===== config.mk =====
export PLATFORM = sky130hd
export DESIGN_NAME = slrp_cell
export DESIGN_NICKNAME = d
export VERILOG_FILES = /design/src/rtl/core/slrp_pkg.sv /design/src/rtl/core/slrp_cell.sv
export SDC_FILE = /design/constraint.sdc
export NUM_CORES = 1
export LEC_CHECK = 0
export BUFFER_PORTS_ARGS = -buffer_cell sky130_fd_sc_hd__buf_2
export CAP_MARGIN = 0
export CORE_ASPECT_RATIO = 2
export CORE_MARGIN = 3
export CORE_UTILIZATION = 44
export DETAILED_ROUTE_END_ITERATION = 8
export PLACE_DENSITY = 0.78
export SKIP_LAST_GASP = 1
export SYNTH_ARGS = -nofsm -noshare
export SYNTH_HDL_FRONTEND = slang
export SYNTH_SLANG_ARGS = --single-unit

===== constraint.sdc =====
create_clock -name clk_i -period 1.6 [get_ports clk_i]
set_input_delay 0.16 -clock clk_i [delete_from_list [all_inputs] [get_ports clk_i]]
set_output_delay 0.16 -clock clk_i [all_outputs]
set_load 0.03 [all_outputs]

===== src/rtl/core/slrp_pkg.sv =====
package slrp_pkg;

  // Number of list cells.
  localparam int unsigned MAX_LEN = 64;

  // Field widths.
  localparam int unsigned OP_W  = 2;
  localparam int unsigned POS_W = 6;
  localparam int unsigned VAL_W = 16;
  localparam int unsigned LEN_W = 7;

  // Width of a count that holds any length up to MAX_LEN and any register value.
  localparam int unsigned CNT_W = ($clog2(MAX_LEN + 1) > LEN_W) ?
                                  $clog2(MAX_LEN + 1) : LEN_W;

  localparam logic [LEN_W-1:0] LEN_RESET = LEN_W'(64);

  typedef enum logic [OP_W-1:0] {
    OP_LOAD    = 2'd0,
    OP_REPLACE = 2'd1,
    OP_READ    = 2'd2,
    OP_NOP     = 2'd3
  } op_e;

  // Broadcast control from the sequencer to every cell.
  typedef struct packed {
    logic             load;
    logic             seed;
    logic             clr;
    logic             swap_up;
    logic             swap_dn;
    logic [VAL_W-1:0] wdata;
  } cell_ctrl_t;

  // Per-cell status back to the sequencer.
  typedef struct packed {
    logic tok;
    logic up_ok;
    logic dn_ok;
  } cell_stat_t;

  typedef struct packed {
    logic [POS_W-1:0] new_position;
    logic             odd_parity;
    logic [VAL_W-1:0] read_value;
    logic             bad_position;
  } rsp_t;

endpackage


===== src/rtl/core/slrp_cell.sv =====
module slrp_cell (
  input  logic                        clk_i,
  input  logic                        rst_ni,
  input  slrp_pkg::cell_ctrl_t        ctrl_i,
  input  logic                        sel_i,
  input  logic                        up_lim_i,
  input  logic                        dn_lim_i,
  input  logic [slrp_pkg::VAL_W-1:0]  left_val_i,
  input  logic                        left_tok_i,
  input  logic [slrp_pkg::VAL_W-1:0]  right_val_i,
  input  logic                        right_tok_i,
  output logic [slrp_pkg::VAL_W-1:0]  val_o,
  output slrp_pkg::cell_stat_t        stat_o
);

  logic [slrp_pkg::VAL_W-1:0] val_q, val_d;
  logic                       tok_q, tok_d;

  always_comb begin
    val_d = val_q;
    tok_d = tok_q;
    if (ctrl_i.load && sel_i) begin
      val_d = ctrl_i.wdata;
    end else if (ctrl_i.swap_up) begin
      if (tok_q) begin
        val_d = right_val_i;
      end else if (left_tok_i) begin
        val_d = left_val_i;
      end
    end else if (ctrl_i.swap_dn) begin
      if (tok_q) begin
        val_d = left_val_i;
      end else if (right_tok_i) begin
        val_d = right_val_i;
      end
    end

    if (ctrl_i.seed && sel_i) begin
      tok_d = 1'b1;
    end else if (ctrl_i.clr) begin
      tok_d = 1'b0;
    end else if (ctrl_i.swap_up) begin
      tok_d = left_tok_i;
    end else if (ctrl_i.swap_dn) begin
      tok_d = right_tok_i;
    end
  end

  always_ff @(posedge clk_i or negedge rst_ni) begin
    if (!rst_ni) begin
      val_q <= '0;
      tok_q <= 1'b0;
    end else begin
      val_q <= val_d;
      tok_q <= tok_d;
    end
  end

  assign val_o        = val_q;
  assign stat_o.tok   = tok_q;
  assign stat_o.up_ok = tok_q && up_lim_i && (val_q > right_val_i);
  assign stat_o.dn_ok = tok_q && dn_lim_i && (val_q < left_val_i);

endmodule


==> results.md, run 1 <==
- Status: finished, violations left
- Failing checks: negative setup slack
- Multiplexer share of the synthesized area: 12.2%
- Cell row count: 32
- Clock Latency Late Sink: 260 ps
- Tmin final: 2200 ps
- Depth of the CTS H-tree: 1
- Synth Flop Type: dfrtp_1
- Fin util: 69.2%
- Peak supply drop: 0.581 mV
- Drt wl/cell: 15.4 um
- Slowest CP cell: or4_1
- Post-synthesis compound-gate area fraction: 17.0%
- Initial Util: 46.8%
- Syn Inst Count: 230
- Max_slew headroom: 71.9%
- Internal: 1.43 mW
- Antenna Nets Post-Route: 0
- GRT Total Usage: 22.4%
- Root buffer cell: clkbuf_8
- Type of origin of the critical path: flip-flop
- Clock Skew: 10.1 ps
- I/O pin count: 79
- Synthesized area: 0.00184 mm2
- Worst path cell trace: ha_1, nand4_1, or4_1, nand3_1, a21oi_2, buf_6
- Crit end category: output pin
- Syn Area/Cell: 7.99 um2
- Area share of fa/ha/maj cells after synthesis: 21.1%
- Antenna violations before repair: 0
- Core area: 0.00392 mm2
- I/O Buffers: 78
- Final worst slack: -598 ps
- Flop and latch count out of synthesis: 17
- Register share of total power: 23.9%
- First-pass GRT wire length: 8.79 mm
- Combinational family with the most area after synthesis: adder cells
- DRC viols: 0
- Number of synthesized flops with an enable pin: 0
- Worst Setup Path Type: reg -> out
- Slew @ Worst Pin: 422 ps
- Post-Route WL: 5.89 mm
- Final Power: 2.46 mW
- Starting DRT DRC Count: 36
- Place WS: -335 ps
- Gr ovfl total: 0
- Share of cells above drive strength 1: 44.6%
- Maxcap violations: 0
- Sequential-to-total area share from yosys stat: 23.2%
- Clock transition at the registers of the reported paths: 80 ps
- Die width: 51.7 um
- CP peak stage delay: 560 ps
- Critical Path RT: 1440 ps
- Yosys warnings: 0
- P per Cell Area: 905 mW/mm2
- # setup viols final: 2
- Post-DP HPWL: 4.25 mm
- Final Cycle Share: 137%
- Setup TNS: -1170 ps
- CTS Buf Count: 3
- First-pass iteration count of the detailed router: 4
- RSZ-0062 raised after global routing: true
- Xor and xnor area share after synthesis: 0.477%
- FMAX: 455 MHz
- CTS tree: built
- Finished Cell Area: 0.00272 mm2
- ANT cells: 0
- NetSw: 1.03 mW
- Die area: 0.00503 mm2
- Sw Share: 41.9%
- Clock power share: 13.8%
- Hold/Removal Path Class: in -> reg
- Largest net degree at the start of global routing: 32
- Die height: 97.4 um
- Simple-gate area share of the yosys netlist: 15.8%
- Clock buffer depth: 2
- Worst EP arrival: 2040 ps
- Unique masters post-synth: 31
- Fin. max-slew vios: 0
- Syn_nets: 321
- Vias per inst: 5.31
- Fraction of registers with async set/reset: 100%
- # clock sinks: 17
- Leakage: 1.45 nW
- Area of placed instances: 0.00244 mm2
- Hold Violations, Final: 0
- Nets@finish: 424
- Worst-path fanout max: 3
- Combinational Power Share: 62.3%
- Vias in the first global route: 2106
- Routability-driven placement congestion ratio: 0.837
- Commonest non-fill, non-tap cells in the layout: buf_2 (76), inv_1 (32), a21oi_1 (27)
- Vias: 2032
- Area Overhead vs Synth: 47.8%
- Commonest non-fill, non-tap cell in the layout: buf_2
area by class of cell:
| cell class | instances | area [um2] |
|---|---|---|
| clock buffer | 3 | 41.3 |
| clock inverter | 1 | 5.00 |
| fill | 351 | 1210 |
| inverter | 32 | 120 |
| multi-input combinational | 171 | 1360 |
| sequential | 17 | 432 |
| tap | 51 | 63.8 |
| timing repair buffer | 108 | 693 |
registers in the layout, indices dropped and copies added, names as in the netlist:
| name | flops |
|---|---|
| val_o | 16 |
| tok_q | 1 |
synthesized netlist by cell type (all sizes together) (2+ instances only):
cell type	number	area, um2
inv	32	120
ha	31	388
a21oi	29	145
nand2	25	93.8
o21ai	21	105
nor2	18	67.6
dfrtp	17	425
mux2	16	214
buf	6	53.8
nand4	6	37.5
nand3	5	25.0
clkbuf	4	15.0
nor2b	4	25.0
a211oi	2	15.0
nand2b	2	12.5
logic make-up after synthesis:
logic type / count (synthesis)
DFF: 17
and+or+nand+nor: 64
buffers and inverters: 42
AOI/OAI and AO/OA: 58
xor gates and xnor gates: 1
muxes: 17
adders and majority gates: 31
power groups by stage:
stage,logic [mW],registers (mW),clock network [mW]
after detailed placement,1.31,0.584,0
after floorplan,0.595,0.784,0
after global routing,1.67,0.598,0.356
final,1.53,0.588,0.339
after CTS,1.45,0.583,0.334
after global placement,1.29,0.576,0
stage by stage:
stage	instances	hold WS [ps]
after floorplan	230	-136
after global placement	374	117
after detailed placement	374	114
after CTS	381	87.0
after global routing	383	92.1
final	383	79.6
routing by layer:
layer,track usage (%),share of wire [%],vias to the layer above
met3,2.76,4.1,12
met4,9.49,2.2,0
met2,41.9,58,72
met1,23.5,35,953
li1,-,-,995
met5,0,0,-
path summary, 6_finish.rpt:
check,end,depth (start not counted),slack (ps),from
worst min-delay path,tok_q,2,80,ctrl_i[18]
min in group asynchronous,val_o[8],2,360,rst_ni
worst min register to register,val_o[10],2,640,val_o[10]
max in group asynchronous,val_o[7],2,910,rst_ni
worst max-delay path,stat_o[1],6,-600,val_o[15]
worst max register to register,val_o[14],6,50,tok_q
worst max-delay path, delay by kind of cell (launching register included):
kind                       cells  cell delay (ps)
adders and majority gates      1              320
and+or+nand+nor                3              850
buffers and inverters          1              140
AOI/OAI and AO/OA              1               50
DFF                            1              420
timing repair:
action / 4_1_cts / 5_1_grt
gates cloned: 0 / 2
setup endpoints to repair: 2 / 4
buffers inserted: 2 / 0
gates resized for setup: 23 / 5
endpoints found under the hold margin: 17 / 0
pin swaps: 11 / 2
hold buffers: 1 / 0
Note: power is estimated with default switching activity, not from simulation.
==> run 2, diff against run 1 <==
--- a/config.mk
+++ b/config.mk
@@ -5,7 +5,7 @@
 export SDC_FILE = /design/constraint.sdc
 export NUM_CORES = 1
 export LEC_CHECK = 0
-export BUFFER_PORTS_ARGS = -buffer_cell sky130_fd_sc_hd__buf_2
+export BUFFER_PORTS_ARGS = -buffer_cell sky130_fd_sc_hd__buf_4
 export CAP_MARGIN = 0
 export CORE_ASPECT_RATIO = 2
 export CORE_MARGIN = 3
==> results.md, run 2 (synthesis gave the netlist of run 1 again) <==
- Status: finished, violations left
- Failing checks: negative setup slack
- Area of placed instances: 0.00266 mm2 (+9.1%)
- CTS Buf Count: 3 (unchanged)
- RSZ-0062 raised after global routing: true
- Largest register FFs: 16 (unchanged)
- DRC viols: 0 (unchanged)
- ANT cells: 0 (unchanged)
- Maxcap violations: 0 (unchanged)
- Vias per inst: 5.28 (-0.48%)
- Clock buffer depth: 2 (unchanged)
- Cell row count: 32 (unchanged)
- Fin. max-slew vios: 0 (unchanged)
- Die height: 97.4 um (unchanged)
- Routability-driven placement congestion ratio: 0.830 (-0.75%)
- Leakage: 1.54 nW (+5.9%)
- I/O Buffers: 78 (unchanged)
- Post-Place Cells: 376 (+0.53%)
- Drt wl/cell: 15.6 um (+1.5%)
- Final worst slack: -598 ps (+0.450 ps)
- Max_slew headroom: 74.2% (+2.4 points)
- Area Overhead vs Synth: 60.8%
- GRT Total Usage: 22.2% (-0.20 points)
- Clock transition at the registers of the reported paths: 80 ps (about the same)
- Worst Setup Path Type: reg -> out
- Antenna Nets Post-Route: 0 (unchanged)
- Vias: 2038 (+0.30%)
- Final Cycle Share: 137% (about the same)
- Gr ovfl total: 0 (unchanged)
- # clock sinks: 17 (unchanged)
- Die width: 51.7 um (unchanged)
- Peak supply drop: 0.752 mV (+29%)
- Critical Path RT: 1440 ps (about the same)
- P per Cell Area: 882 mW/mm2 (-2.5%)
- Largest net degree at the start of global routing: 32 (unchanged)
- Worst path cell trace: ha_4, nor2b_4, o211ai_1, a2111oi_2, a211oi_2, a21oi_2, buf_6
- Share of cells above drive strength 1: 46.0% (+1.4 points)
- Hold Violations, Final: 0 (unchanged)
- Depth of the CTS H-tree: 1 (unchanged)
- Starting DRT DRC Count: 36 (unchanged)
- Finished Layout Cells: 386 (+0.78%)
- Core area: 0.00392 mm2 (unchanged)
- Finished Cell Area: 0.00295 mm2 (+8.8%)
- FMAX: 455 MHz (about the same)
- Commonest non-fill, non-tap cell in the layout: buf_4
- Die area: 0.00503 mm2 (unchanged)
- Root buffer cell: clkbuf_8
- Type of origin of the critical path: flip-flop
- Clock Skew: 7.29 ps (-2.79 ps)
- Worst-path fanout max: 2 (-1)
- Post-DP HPWL: 4.26 mm (+0.16%)
- Initial Util: 46.8% (unchanged)
- Post-Route WL: 6.03 mm (+2.3%)
- # setup viols final: 3 (+1)
- Antenna violations before repair: 0 (unchanged)
- Tmin final: 2200 ps (-0.450 ps)
- I/O pin count: 79 (unchanged)
- Vias in the first global route: 2082 (-1.1%)
- Slew @ Worst Pin: 386 ps (-36.1 ps)
- Clock Latency Late Sink: 260 ps (about the same)
- Slowest CP cell: dfrtp_2
- First-pass GRT wire length: 8.78 mm (-0.16%)
- First-pass iteration count of the detailed router: 4 (unchanged)
- Commonest non-fill, non-tap cells in the layout: buf_4 (100), inv_1 (32), nand2_1 (25)
- Nets@finish: 427 (+0.71%)
- CTS tree: built
- CP peak stage delay: 440 ps (-120 ps)
- # fillers: 303 (-14%)
- Hold/Removal Path Class: in -> reg
- Worst EP arrival: 2040 ps (about the same)
- Crit end category: output pin
-- run 2: cell type report --
cell class                 instances  area [um2]  share of cell area, %
clock buffer                       3        41.3                   1.40
timing repair buffer             111         918                   31.1
sequential                        17         430                   14.6
tap                               51        63.8                   2.16
clock inverter                     1        5.00                  0.169
multi-input combinational        171        1380                   46.5
inverter                          32         120                   4.07
-- run 2: per-stage QoR --
step                TNS [ps]  hold slack [ps]  total power [mW]  setup WS (ps)  utilization, %
CTS                     -922             67.9              2.46           -541            72.4
global route           -1460             78.6              2.75           -647            75.3
floorplan               -322             -136              1.38           -322               -
global placement        -390             41.2              1.98           -218            67.9
finish                 -1080             63.9              2.61           -598            75.3
detailed placement      -478             47.9              2.01           -299            67.9
-- run 2: per-layer routing --
layer  global-route usage, %  up-vias  wire length, um
met5                       0        -                0
met4                    8.89        0              146
met3                   0.768       12              205
met2                    42.9       63             3490
met1                    23.4      962             2190
li1                        -     1001                -
-- run 2: final timing paths --
path,to,depth (start not counted),start,slack [ps]
worst max-delay path,stat_o[1],7,val_o[1],-600
worst min-delay path,tok_q,2,ctrl_i[18],60
worst max register to register,val_o[4],6,tok_q,-10
worst min register to register,val_o[0],2,val_o[0],600
max in group asynchronous,val_o[9],2,rst_ni,1070
min in group asynchronous,tok_q,2,rst_ni,310
-- run 2: where the power goes --
group	total, mW	internal, mW	switching (mW)
Clock	0.342	0.173	0.168
Combinational	1.68	0.852	0.830
Sequential	0.582	0.521	0.0604
Total	2.61	1.55	1.06
-- run 2: what timing repair did --
action	4_1_cts	5_1_grt
hold buffers	1	0
resized for setup	17	13
setup buffers	1	2
endpoints found under the setup margin	2	4
hold endpoints to repair	17	0
pin swaps	10	10
cloned	0	2
-- run 2: worst max-delay path, delay by kind of cell, from the launching register on --
kind,cells,cell delay (ps)
fa+ha+maj,1,280
simple gates,1,140
buf+inv,1,150
flops,1,440
compound gates,4,760
